### src/hw/rtl/i2cseq_pkg.sv
// ----------------------------------------------------------------------------
// i2cseq_pkg: shared types and helpers for the I2C register transfer sequencer
// Event codes, phases, item/result/state records and byte-lane helpers.
// ----------------------------------------------------------------------------
package i2cseq_pkg;

  // Word geometry
  localparam int WordBits  = 32;
  localparam int ByteBits  = 8;
  localparam int WordBytes = 4;
  localparam int WordLanes = WordBits / ByteBits;

  // Largest byte count the 3-bit down counter and the word can take
  localparam int CountLimitInt = (WordBytes > 7) ? 7 : ((WordBytes < 1) ? 1 : WordBytes);
  localparam logic [2:0] CountLimit = 3'(CountLimitInt);

  localparam logic [7:0] ByteMask = 8'hFF;

  // Bus event codes
  typedef enum logic [2:0] {
    OP_BEGIN = 3'd0,
    OP_ACK   = 3'd1,
    OP_NACK  = 3'd2,
    OP_RXBYTE = 3'd3,
    OP_STOP  = 3'd4
  } opcode_t;

  // Transaction phases
  typedef enum logic [2:0] {
    PH_IDLE  = 3'd0,
    PH_START = 3'd1,
    PH_MCMD  = 3'd2,
    PH_REQ   = 3'd3,
    PH_DATA  = 3'd4,
    PH_STOP  = 3'd5
  } phase_t;

  // One input event
  typedef struct packed {
    logic [2:0]  opcode;
    logic [6:0]  device_addr;
    logic [7:0]  register_addr;
    logic [2:0]  byte_count;
    logic        is_read;
    logic [31:0] data_word;
    logic [31:0] completion_tag;
    logic [7:0]  rx_byte;
  } item_t;

  // One result
  typedef struct packed {
    logic        issue_start;
    logic        issue_stop;
    logic        issue_ack;
    logic        issue_nack;
    logic        tx_valid;
    logic [7:0]  tx_byte;
    logic [31:0] word_out;
    logic        busy_flag;
    logic        done_pulse;
    logic [31:0] done_tag;
    logic        sequence_error;
  } result_t;

  // Sequencer state
  typedef struct packed {
    phase_t      phase;
    logic [2:0]  bytes_left;
    logic [31:0] word_reg;
    logic [6:0]  target_addr;
    logic [7:0]  reg_byte;
    logic        read_mode;
    logic [31:0] tag_reg;
    logic        busy;
  } state_t;

  // Byte lane of the word, zero above the word
  function automatic logic [7:0] lane_get(input logic [31:0] word, input logic [2:0] lane);
    logic [7:0] b;
    b = 8'h00;
    if (int'(lane) < WordLanes) begin
      b = word[{lane[1:0], 3'b000} +: ByteBits];
    end
    return b;
  endfunction

  // Replace one byte lane, lanes above the word are dropped
  function automatic logic [31:0] lane_put(input logic [31:0] word, input logic [2:0] lane,
                                           input logic [7:0] b);
    logic [31:0] w;
    w = word;
    if (int'(lane) < WordLanes) begin
      w[{lane[1:0], 3'b000} +: ByteBits] = b & ByteMask;
    end
    return w;
  endfunction

endpackage

### src/hw/rtl/i2cseq_step.sv
// ----------------------------------------------------------------------------
// i2cseq_step: one-event state update
// Combinational next-state and command decode for a single bus event.
// ----------------------------------------------------------------------------
module i2cseq_step (
  input  i2cseq_pkg::item_t   item,
  input  i2cseq_pkg::state_t  cur,
  output i2cseq_pkg::state_t  nxt,
  output i2cseq_pkg::result_t res
);

  logic [2:0] cnt_sat;
  logic [2:0] bl_dec;
  logic [7:0] wr_addr_byte;
  logic [7:0] rd_addr_byte;

  // Clamp the requested byte count into 1..limit
  always_comb begin
    cnt_sat = item.byte_count;
    if (cnt_sat == 3'd0) begin
      cnt_sat = 3'd1;
    end
    if (cnt_sat > i2cseq_pkg::CountLimit) begin
      cnt_sat = i2cseq_pkg::CountLimit;
    end
  end

  assign bl_dec       = cur.bytes_left - 3'd1;
  assign wr_addr_byte = {cur.target_addr, 1'b0};
  assign rd_addr_byte = {cur.target_addr, 1'b1};

  // Event decode
  always_comb begin
    nxt = cur;
    res = '0;
    case (i2cseq_pkg::opcode_t'(item.opcode))
      i2cseq_pkg::OP_BEGIN: begin
        if (cur.busy) begin
          res.sequence_error = 1'b1;
        end else begin
          nxt.target_addr = item.device_addr;
          nxt.reg_byte    = item.register_addr;
          nxt.bytes_left  = cnt_sat;
          nxt.read_mode   = item.is_read;
          nxt.word_reg    = item.data_word;
          nxt.tag_reg     = item.completion_tag;
          nxt.busy        = 1'b1;
          nxt.phase       = i2cseq_pkg::PH_START;
          res.issue_start = 1'b1;
          res.tx_valid    = 1'b1;
          res.tx_byte     = {item.device_addr, 1'b0};
        end
      end
      i2cseq_pkg::OP_ACK: begin
        if (cur.phase == i2cseq_pkg::PH_START) begin
          nxt.phase    = i2cseq_pkg::PH_MCMD;
          res.tx_valid = 1'b1;
          res.tx_byte  = cur.reg_byte;
        end else if (cur.phase == i2cseq_pkg::PH_MCMD) begin
          if (cur.read_mode) begin
            nxt.phase       = i2cseq_pkg::PH_REQ;
            res.issue_start = 1'b1;
            res.tx_valid    = 1'b1;
            res.tx_byte     = rd_addr_byte;
          end else if (cur.bytes_left != 3'd0) begin
            nxt.phase      = i2cseq_pkg::PH_DATA;
            nxt.bytes_left = bl_dec;
            res.tx_valid   = 1'b1;
            res.tx_byte    = i2cseq_pkg::lane_get(cur.word_reg, bl_dec);
          end else begin
            res.sequence_error = 1'b1;
          end
        end else if (cur.phase == i2cseq_pkg::PH_REQ) begin
          nxt.phase = i2cseq_pkg::PH_DATA;
        end else if (cur.phase == i2cseq_pkg::PH_DATA && !cur.read_mode) begin
          if (cur.bytes_left != 3'd0) begin
            nxt.bytes_left = bl_dec;
            res.tx_valid   = 1'b1;
            res.tx_byte    = i2cseq_pkg::lane_get(cur.word_reg, bl_dec);
          end else begin
            res.issue_stop = 1'b1;
            nxt.phase      = i2cseq_pkg::PH_STOP;
          end
        end else begin
          res.sequence_error = 1'b1;
        end
      end
      i2cseq_pkg::OP_NACK: begin
        // address NACK on the read phase: repeat the repeated START
        if (cur.phase == i2cseq_pkg::PH_REQ) begin
          res.issue_start = 1'b1;
          res.tx_valid    = 1'b1;
          res.tx_byte     = rd_addr_byte;
        end else begin
          res.sequence_error = 1'b1;
        end
      end
      i2cseq_pkg::OP_RXBYTE: begin
        if (cur.phase == i2cseq_pkg::PH_DATA && cur.read_mode && cur.bytes_left != 3'd0) begin
          nxt.bytes_left = bl_dec;
          nxt.word_reg   = i2cseq_pkg::lane_put(cur.word_reg, bl_dec, item.rx_byte);
          if (bl_dec != 3'd0) begin
            res.issue_ack = 1'b1;
          end else begin
            res.issue_nack = 1'b1;
            res.issue_stop = 1'b1;
            nxt.phase      = i2cseq_pkg::PH_STOP;
          end
        end else begin
          res.sequence_error = 1'b1;
        end
      end
      i2cseq_pkg::OP_STOP: begin
        if (cur.phase == i2cseq_pkg::PH_STOP) begin
          nxt.busy       = 1'b0;
          nxt.phase      = i2cseq_pkg::PH_IDLE;
          res.done_pulse = 1'b1;
          res.done_tag   = cur.tag_reg;
        end else begin
          res.sequence_error = 1'b1;
        end
      end
      default: begin
        res.sequence_error = 1'b1;
      end
    endcase
    res.word_out  = nxt.word_reg;
    res.busy_flag = nxt.busy;
  end

endmodule

### src/hw/rtl/i2c_master_register_transfer_sequencer.sv
// ----------------------------------------------------------------------------
// i2c_master_register_transfer_sequencer: I2C register read/write sequencer
// Turns bus events into START/STOP/ACK/NACK and byte commands, one result each.
// ----------------------------------------------------------------------------
// Each accepted event gives exactly one result transfer. An event is captured
// in an input register, decoded against the sequencer state in one
// combinational pass, and its result lands in an output register that drives
// the master stream. The block takes one event per cycle as long as
// the result side keeps up. The rate is set by that single decode pass: the
// state update of one event feeds the decode of the next in the following
// cycle. Back-pressure on the result side holds the input register, which
// then drops s_tready.
module i2c_master_register_transfer_sequencer (
  input  logic        clk,
  input  logic        rst,
  // event stream
  input  logic        s_tvalid,
  output logic        s_tready,
  // device_addr[6:0], register_addr[14:7], byte_count[17:15], is_read[18],
  // data_word[50:19], completion_tag[82:51], rx_byte[90:83], zero fill
  input  logic [95:0] s_tdata,
  // opcode[2:0]
  input  logic [2:0]  s_tuser,
  // result stream
  output logic        m_tvalid,
  input  logic        m_tready,
  // issue_start[0], issue_stop[1], issue_ack[2], issue_nack[3], tx_valid[4],
  // tx_byte[12:5], word_out[44:13], busy_flag[45], done_pulse[46],
  // done_tag[78:47], sequence_error[79]
  output logic [79:0] m_tdata
);

  logic                in_valid;
  i2cseq_pkg::item_t   in_item;
  logic                out_valid;
  i2cseq_pkg::result_t out_res;
  i2cseq_pkg::state_t  state;
  i2cseq_pkg::state_t  state_next;
  i2cseq_pkg::result_t step_res;
  logic                advance;

  // Move the held event forward when the result slot is free or draining
  assign advance  = in_valid && (!out_valid || m_tready);
  assign s_tready = !in_valid || advance;

  // Input register
  always_ff @(posedge clk) begin
    if (rst) begin
      in_valid <= 1'b0;
    end else if (s_tready) begin
      in_valid <= s_tvalid;
    end
  end

  always_ff @(posedge clk) begin
    if (s_tready && s_tvalid) begin
      in_item.opcode         <= s_tuser;
      in_item.device_addr    <= s_tdata[6:0];
      in_item.register_addr  <= s_tdata[14:7];
      in_item.byte_count     <= s_tdata[17:15];
      in_item.is_read        <= s_tdata[18];
      in_item.data_word      <= s_tdata[50:19];
      in_item.completion_tag <= s_tdata[82:51];
      in_item.rx_byte        <= s_tdata[90:83];
    end
  end

  // Event decode
  i2cseq_step u_step (
    .item (in_item),
    .cur  (state),
    .nxt  (state_next),
    .res  (step_res)
  );

  // Sequencer state
  always_ff @(posedge clk) begin
    if (rst) begin
      state.phase       <= i2cseq_pkg::PH_IDLE;
      state.bytes_left  <= 3'd0;
      state.word_reg    <= '0;
      state.target_addr <= '0;
      state.reg_byte    <= '0;
      state.read_mode   <= 1'b0;
      state.tag_reg     <= '0;
      state.busy        <= 1'b0;
    end else if (advance) begin
      state <= state_next;
    end
  end

  // Output register
  always_ff @(posedge clk) begin
    if (rst) begin
      out_valid <= 1'b0;
    end else if (advance) begin
      out_valid <= 1'b1;
    end else if (m_tready) begin
      out_valid <= 1'b0;
    end
  end

  always_ff @(posedge clk) begin
    if (advance) begin
      out_res <= step_res;
    end
  end

  assign m_tvalid = out_valid;
  assign m_tdata  = {out_res.sequence_error, out_res.done_tag, out_res.done_pulse,
                     out_res.busy_flag, out_res.word_out, out_res.tx_byte,
                     out_res.tx_valid, out_res.issue_nack, out_res.issue_ack,
                     out_res.issue_stop, out_res.issue_start};

`ifndef NO_ASSERTIONS
  // idle phase and busy always agree
  a_idle_busy: assert property (@(posedge clk) disable iff (rst)
    (state.phase == i2cseq_pkg::PH_IDLE) == !state.busy)
    else $error("phase and busy disagree");

  // a rejected event issues no bus command
  a_err_quiet: assert property (@(posedge clk) disable iff (rst)
    (out_valid && out_res.sequence_error) |->
      !(out_res.issue_start || out_res.issue_stop || out_res.issue_ack ||
        out_res.issue_nack || out_res.tx_valid || out_res.done_pulse))
    else $error("command issued on sequence error");

  // completion leaves the block idle
  a_done_idle: assert property (@(posedge clk) disable iff (rst)
    (out_valid && out_res.done_pulse) |-> !out_res.busy_flag)
    else $error("done reported while still busy");

  // ACK and NACK are never issued together
  a_ack_nack: assert property (@(posedge clk) disable iff (rst)
    out_valid |-> !(out_res.issue_ack && out_res.issue_nack))
    else $error("ACK and NACK both issued");
`endif

endmodule

### config.mk
export PLATFORM = sky130hd
export DESIGN_NAME = i2c_master_register_transfer_sequencer
export DESIGN_NICKNAME = d
export VERILOG_FILES = /design/src/hw/rtl/i2cseq_pkg.sv /design/src/hw/rtl/i2cseq_step.sv /design/src/hw/rtl/i2c_master_register_transfer_sequencer.sv
export SDC_FILE = /design/constraint.sdc
export NUM_CORES = 1
export LEC_CHECK = 0
export BUFFER_PORTS_ARGS = -buffer_cell sky130_fd_sc_hd__buf_2
export CAP_MARGIN = 20
export CORE_MARGIN = 2
export CORE_UTILIZATION = 45
export DETAILED_ROUTE_END_ITERATION = 16
export GPL_TIMING_DRIVEN = 0
export HOLD_SLACK_MARGIN = 0.08
export PLACE_DENSITY_LB_ADDON = 0.08
export SLEW_MARGIN = 0
export SYNTH_ARGS = -nofsm -noshare
export SYNTH_HDL_FRONTEND = slang
export SYNTH_SLANG_ARGS = --single-unit
export TNS_END_PERCENT = 50
### constraint.sdc
create_clock -name clk -period 3.53 [get_ports clk]
set_input_delay 0.1765 -clock clk [delete_from_list [all_inputs] [get_ports clk]]
set_output_delay 0.1765 -clock clk [all_outputs]
set_load 0.02 [all_outputs]
==> flow_metrics.py <==
metrics = {
    "status": {
        "status": "complete, no violations",
    },
    "worst_setup_path": {
        "worstPathRequired_ps": 4010,
        "crit_buf_inv": 4,
        "worstSetupEndpointType": "flop",
        "start_kind": "flop",
        "max_stage_delay_ps": 450,
        "crit_family": "buffers and inverters",
        "arrival_ps": 3330,
        "cp_max_fo": 57,
        "worst_path_most_repeated_cell": "nor2b_1",
        "critical_path_class": "flop to flop",
        "cp_cell_sequence": "nor2b_1 -> nor2b_1 -> buf_4 -> buf_16 -> nor2b_1 -> buf_2 -> buf_1 -> a22o_1",
        "cpMaxStageDelayCell": "nor2b_1",
    },
    "synth": {
        "synth_warnings": 0,
        "synth_area_leaders": "edfxtp_1, dfxtp_1, and2_1",
        "synth_cells": 774,
        "synth_seq_cells": 263,
        "synth.net_count": 883,
        "async_flop_share_pct": 0,
        "synth_top_cell_area_share_pct": 50.9,
        "synth_flop_cell": "edfxtp_1",
        "synth_top_cell_by_area": "edfxtp_1",
        "synth_edf_count": 174,
        "synth_cell_types": 54,
        "yosysSeqAreaShare_pct": 68.3,
        "synth_area_per_cell_sq_um": 13.3,
        "synth_area_sq_um": 10300,
    },
    "finish": {
        "fillers": 1810,
        "fin_cells": 1391,
        "areaGrowthSynthToFinish_pct": 31.7,
        "fin_nets": 1193,
        "drive_above_1_share_pct": 23.3,
        "n_antenna_cell": 0,
    },
    "power_and_ir_drop": {
        "cellLeakagePower_nw": 5.24,
        "total_power_mw": 6.95,
        "ir_drop_mv": 0.327,
        "powerDensity_nw_per_um2": 514,
    },
    "die": {
        "start_util_pct": 45.6,
        "core_sq_um": 22500,
        "die_w_um": 155,
        "top_level_ports": 185,
        "die_y_um": 155,
        "dieArea_sq_um": 24000,
        "rows": 55,
    },
    "global_routing": {
        "antenna_found_initial": 0,
        "grt_max_degree": 58,
        "grt.total_usage_pct": 20.4,
        "gr-total-overflow": 0,
        "grt_pass1_vias": 7156,
        "grt_first_pass_wirelength_mm": 38.6,
    },
    "route": {
        "routed_via_density": 5.15,
        "first_pass_iters": 8,
        "routed_wl_mm": 25.0,
        "first_iter_violations": 482,
        "drcViolationCount": 0,
        "drtAntennaViolNets": 0,
        "wl_per_cell_um": 18.0,
        "via_count": 7169,
    },
    "timing": {
        "setup_viol": 0,
        "fmax_ghz": 0.350,
        "tightest_slew_ps": 771,
        "finalHoldViolations": 0,
        "report.final.slew_viol_count": 0,
        "slew_headroom_pct": 48.6,
        "clock_skew_ps": 15.2,
        "whs_ps": 326,
        "rsz0062_at_grt": "no",
        "setup_tns_ps": 0,
        "period_needed_ps": 2860,
        "min_period_over_period_pct": 80.9,
        "worst_slack_ps": 675,
    },
    "clock_tree": {
        "clockRootBuffer": "clkbuf_16",
        "clock_latency_ps": 540,
        "cts_tree": "yes",
        "htreeDepth": 1,
        "path_clk_slew_ps": 60,
        "postCtsSetupRepairBufs": 0,
        "cts-resized-gates": 0,
        "cts.sinks": 263,
        "numCtsBuffers": 29,
        "cts_max_path_buffers": 3,
        "hold_buffers": 97,
    },
    "place": {
        "gp_congestion": 0.838,
        "placed_cells": 1241,
        "preCtsSetupSlack_ps": 707,
        "hpwl_mm": 16.5,
        "io_buffer_count": 179,
    },
    "job": {
        "drv_cap": 0,
    },
    "worst_hold_path": {
        "min_path_type": "input pin to flop",
    },
}
==> cells in the final DEF, fill, tap and decap left out, types with 8 or more instances in the layout <==
cell type	n
clkbuf_16	30
a221o_1	32
a21oi_1	64
mux4_2	8
a21o_1	20
and2_1	69
dfxtp_1	89
edfxtp_1	174
nand2_1	114
clkbuf_1	37
o21ai_0	16
nor2_1	14
buf_2	189
dlygate4sd3_1	97
a22o_1	32
==> state kept, by name, indices dropped and copies added, names as in the netlist <==
register	cells
m_tdata	80
in_valid	1
state	87
in_item	94
m_tvalid	1
==> Yosys cell counts, drive strengths merged (3+ instances only) <==
cell type / number
edfxtp: 174
nand2: 114
dfxtp: 89
and2: 70
a21oi: 67
a221o: 32
a22o: 32
clkbuf: 26
a21o: 20
buf: 17
o21ai: 16
nor2: 14
nor3: 11
mux4: 8
a222oi: 7
nand2b: 7
nor2b: 7
a22oi: 6
ha: 6
inv: 5
nand3b: 5
mux2i: 4
nand3: 4
o31ai: 3
==> stage by stage <==
| step | utilization [%] | instance area, sq um |
|---|---|---|
| 6_report | 60.0 | 13500 |
| 3_3_place_gp | 51.2 | 11500 |
| 5_1_grt | 60.0 | 13500 |
| 3_5_place_dp | 51.4 | 11600 |
| 4_1_cts | 60.0 | 13500 |
| 2_1_floorplan | - | 10300 |
==> logic make-up (layout without fill, tap and decap cells) <==
group	after synthesis	in the layout	synth area share (%)
AO/OA/AOI/OAI	195	195	14.0
XOR/XNOR	1	1	0.0854
adder cells (fa/ha/maj)	6	6	0.732
buffers and inverters	48	380	2.13
flip-flops	263	263	68.3
multiplexers	13	13	2.26
AND/OR/NAND/NOR	248	248	12.5
==> metal layers <==
layer,up-vias,GRT usage [%],routed length (um)
met5,-,0,0
met4,0,6.04,605
met3,40,2.92,1180
met2,208,34.3,11900
met1,3388,27.7,11300
li1,3533,-,-
==> report_power, final <==
group / internal, mW / switching, mW
combinational: 0.201 / 0.255
sequential: 3.41 / 0.0521
clock: 1.86 / 1.17
==> worst min-delay path, cell delays in order <==
cell and delay [ps]:
buf_2 100, nor2b_1 110, and2_1 180, a221o_1 250
==> layout make-up <==
class                      instances  area (sq um)  area share [%]
inverter                           5          18.8           0.139
tap                              285           357            2.64
clock buffer                      45           847            6.27
multi-input combinational        463          3040            22.5
buffer                            43           203            1.50
timing repair buffer             279          1930            14.3
clock inverter                     8           118           0.870
sequential                       263          7010            51.9
==> final timing paths <==
| kind | startpoint | to | slack, ps | cells past startpoint |
|---|---|---|---|---|
| max reg2reg | m_tvalid$_SDFFE_PP0P_ | state[55]$_SDFFE_PP0P_ | 670 | 8 |
| max | m_tvalid$_SDFFE_PP0P_ | state[55]$_SDFFE_PP0P_ | 670 | 8 |
| min | rst | state[59]$_SDFFE_PP0P_ | 330 | 4 |
| min reg2reg | state[30]$_SDFFE_PP0P_ | state[30]$_SDFFE_PP0P_ | 450 | 2 |
Power figures use the tool's default switching activity.
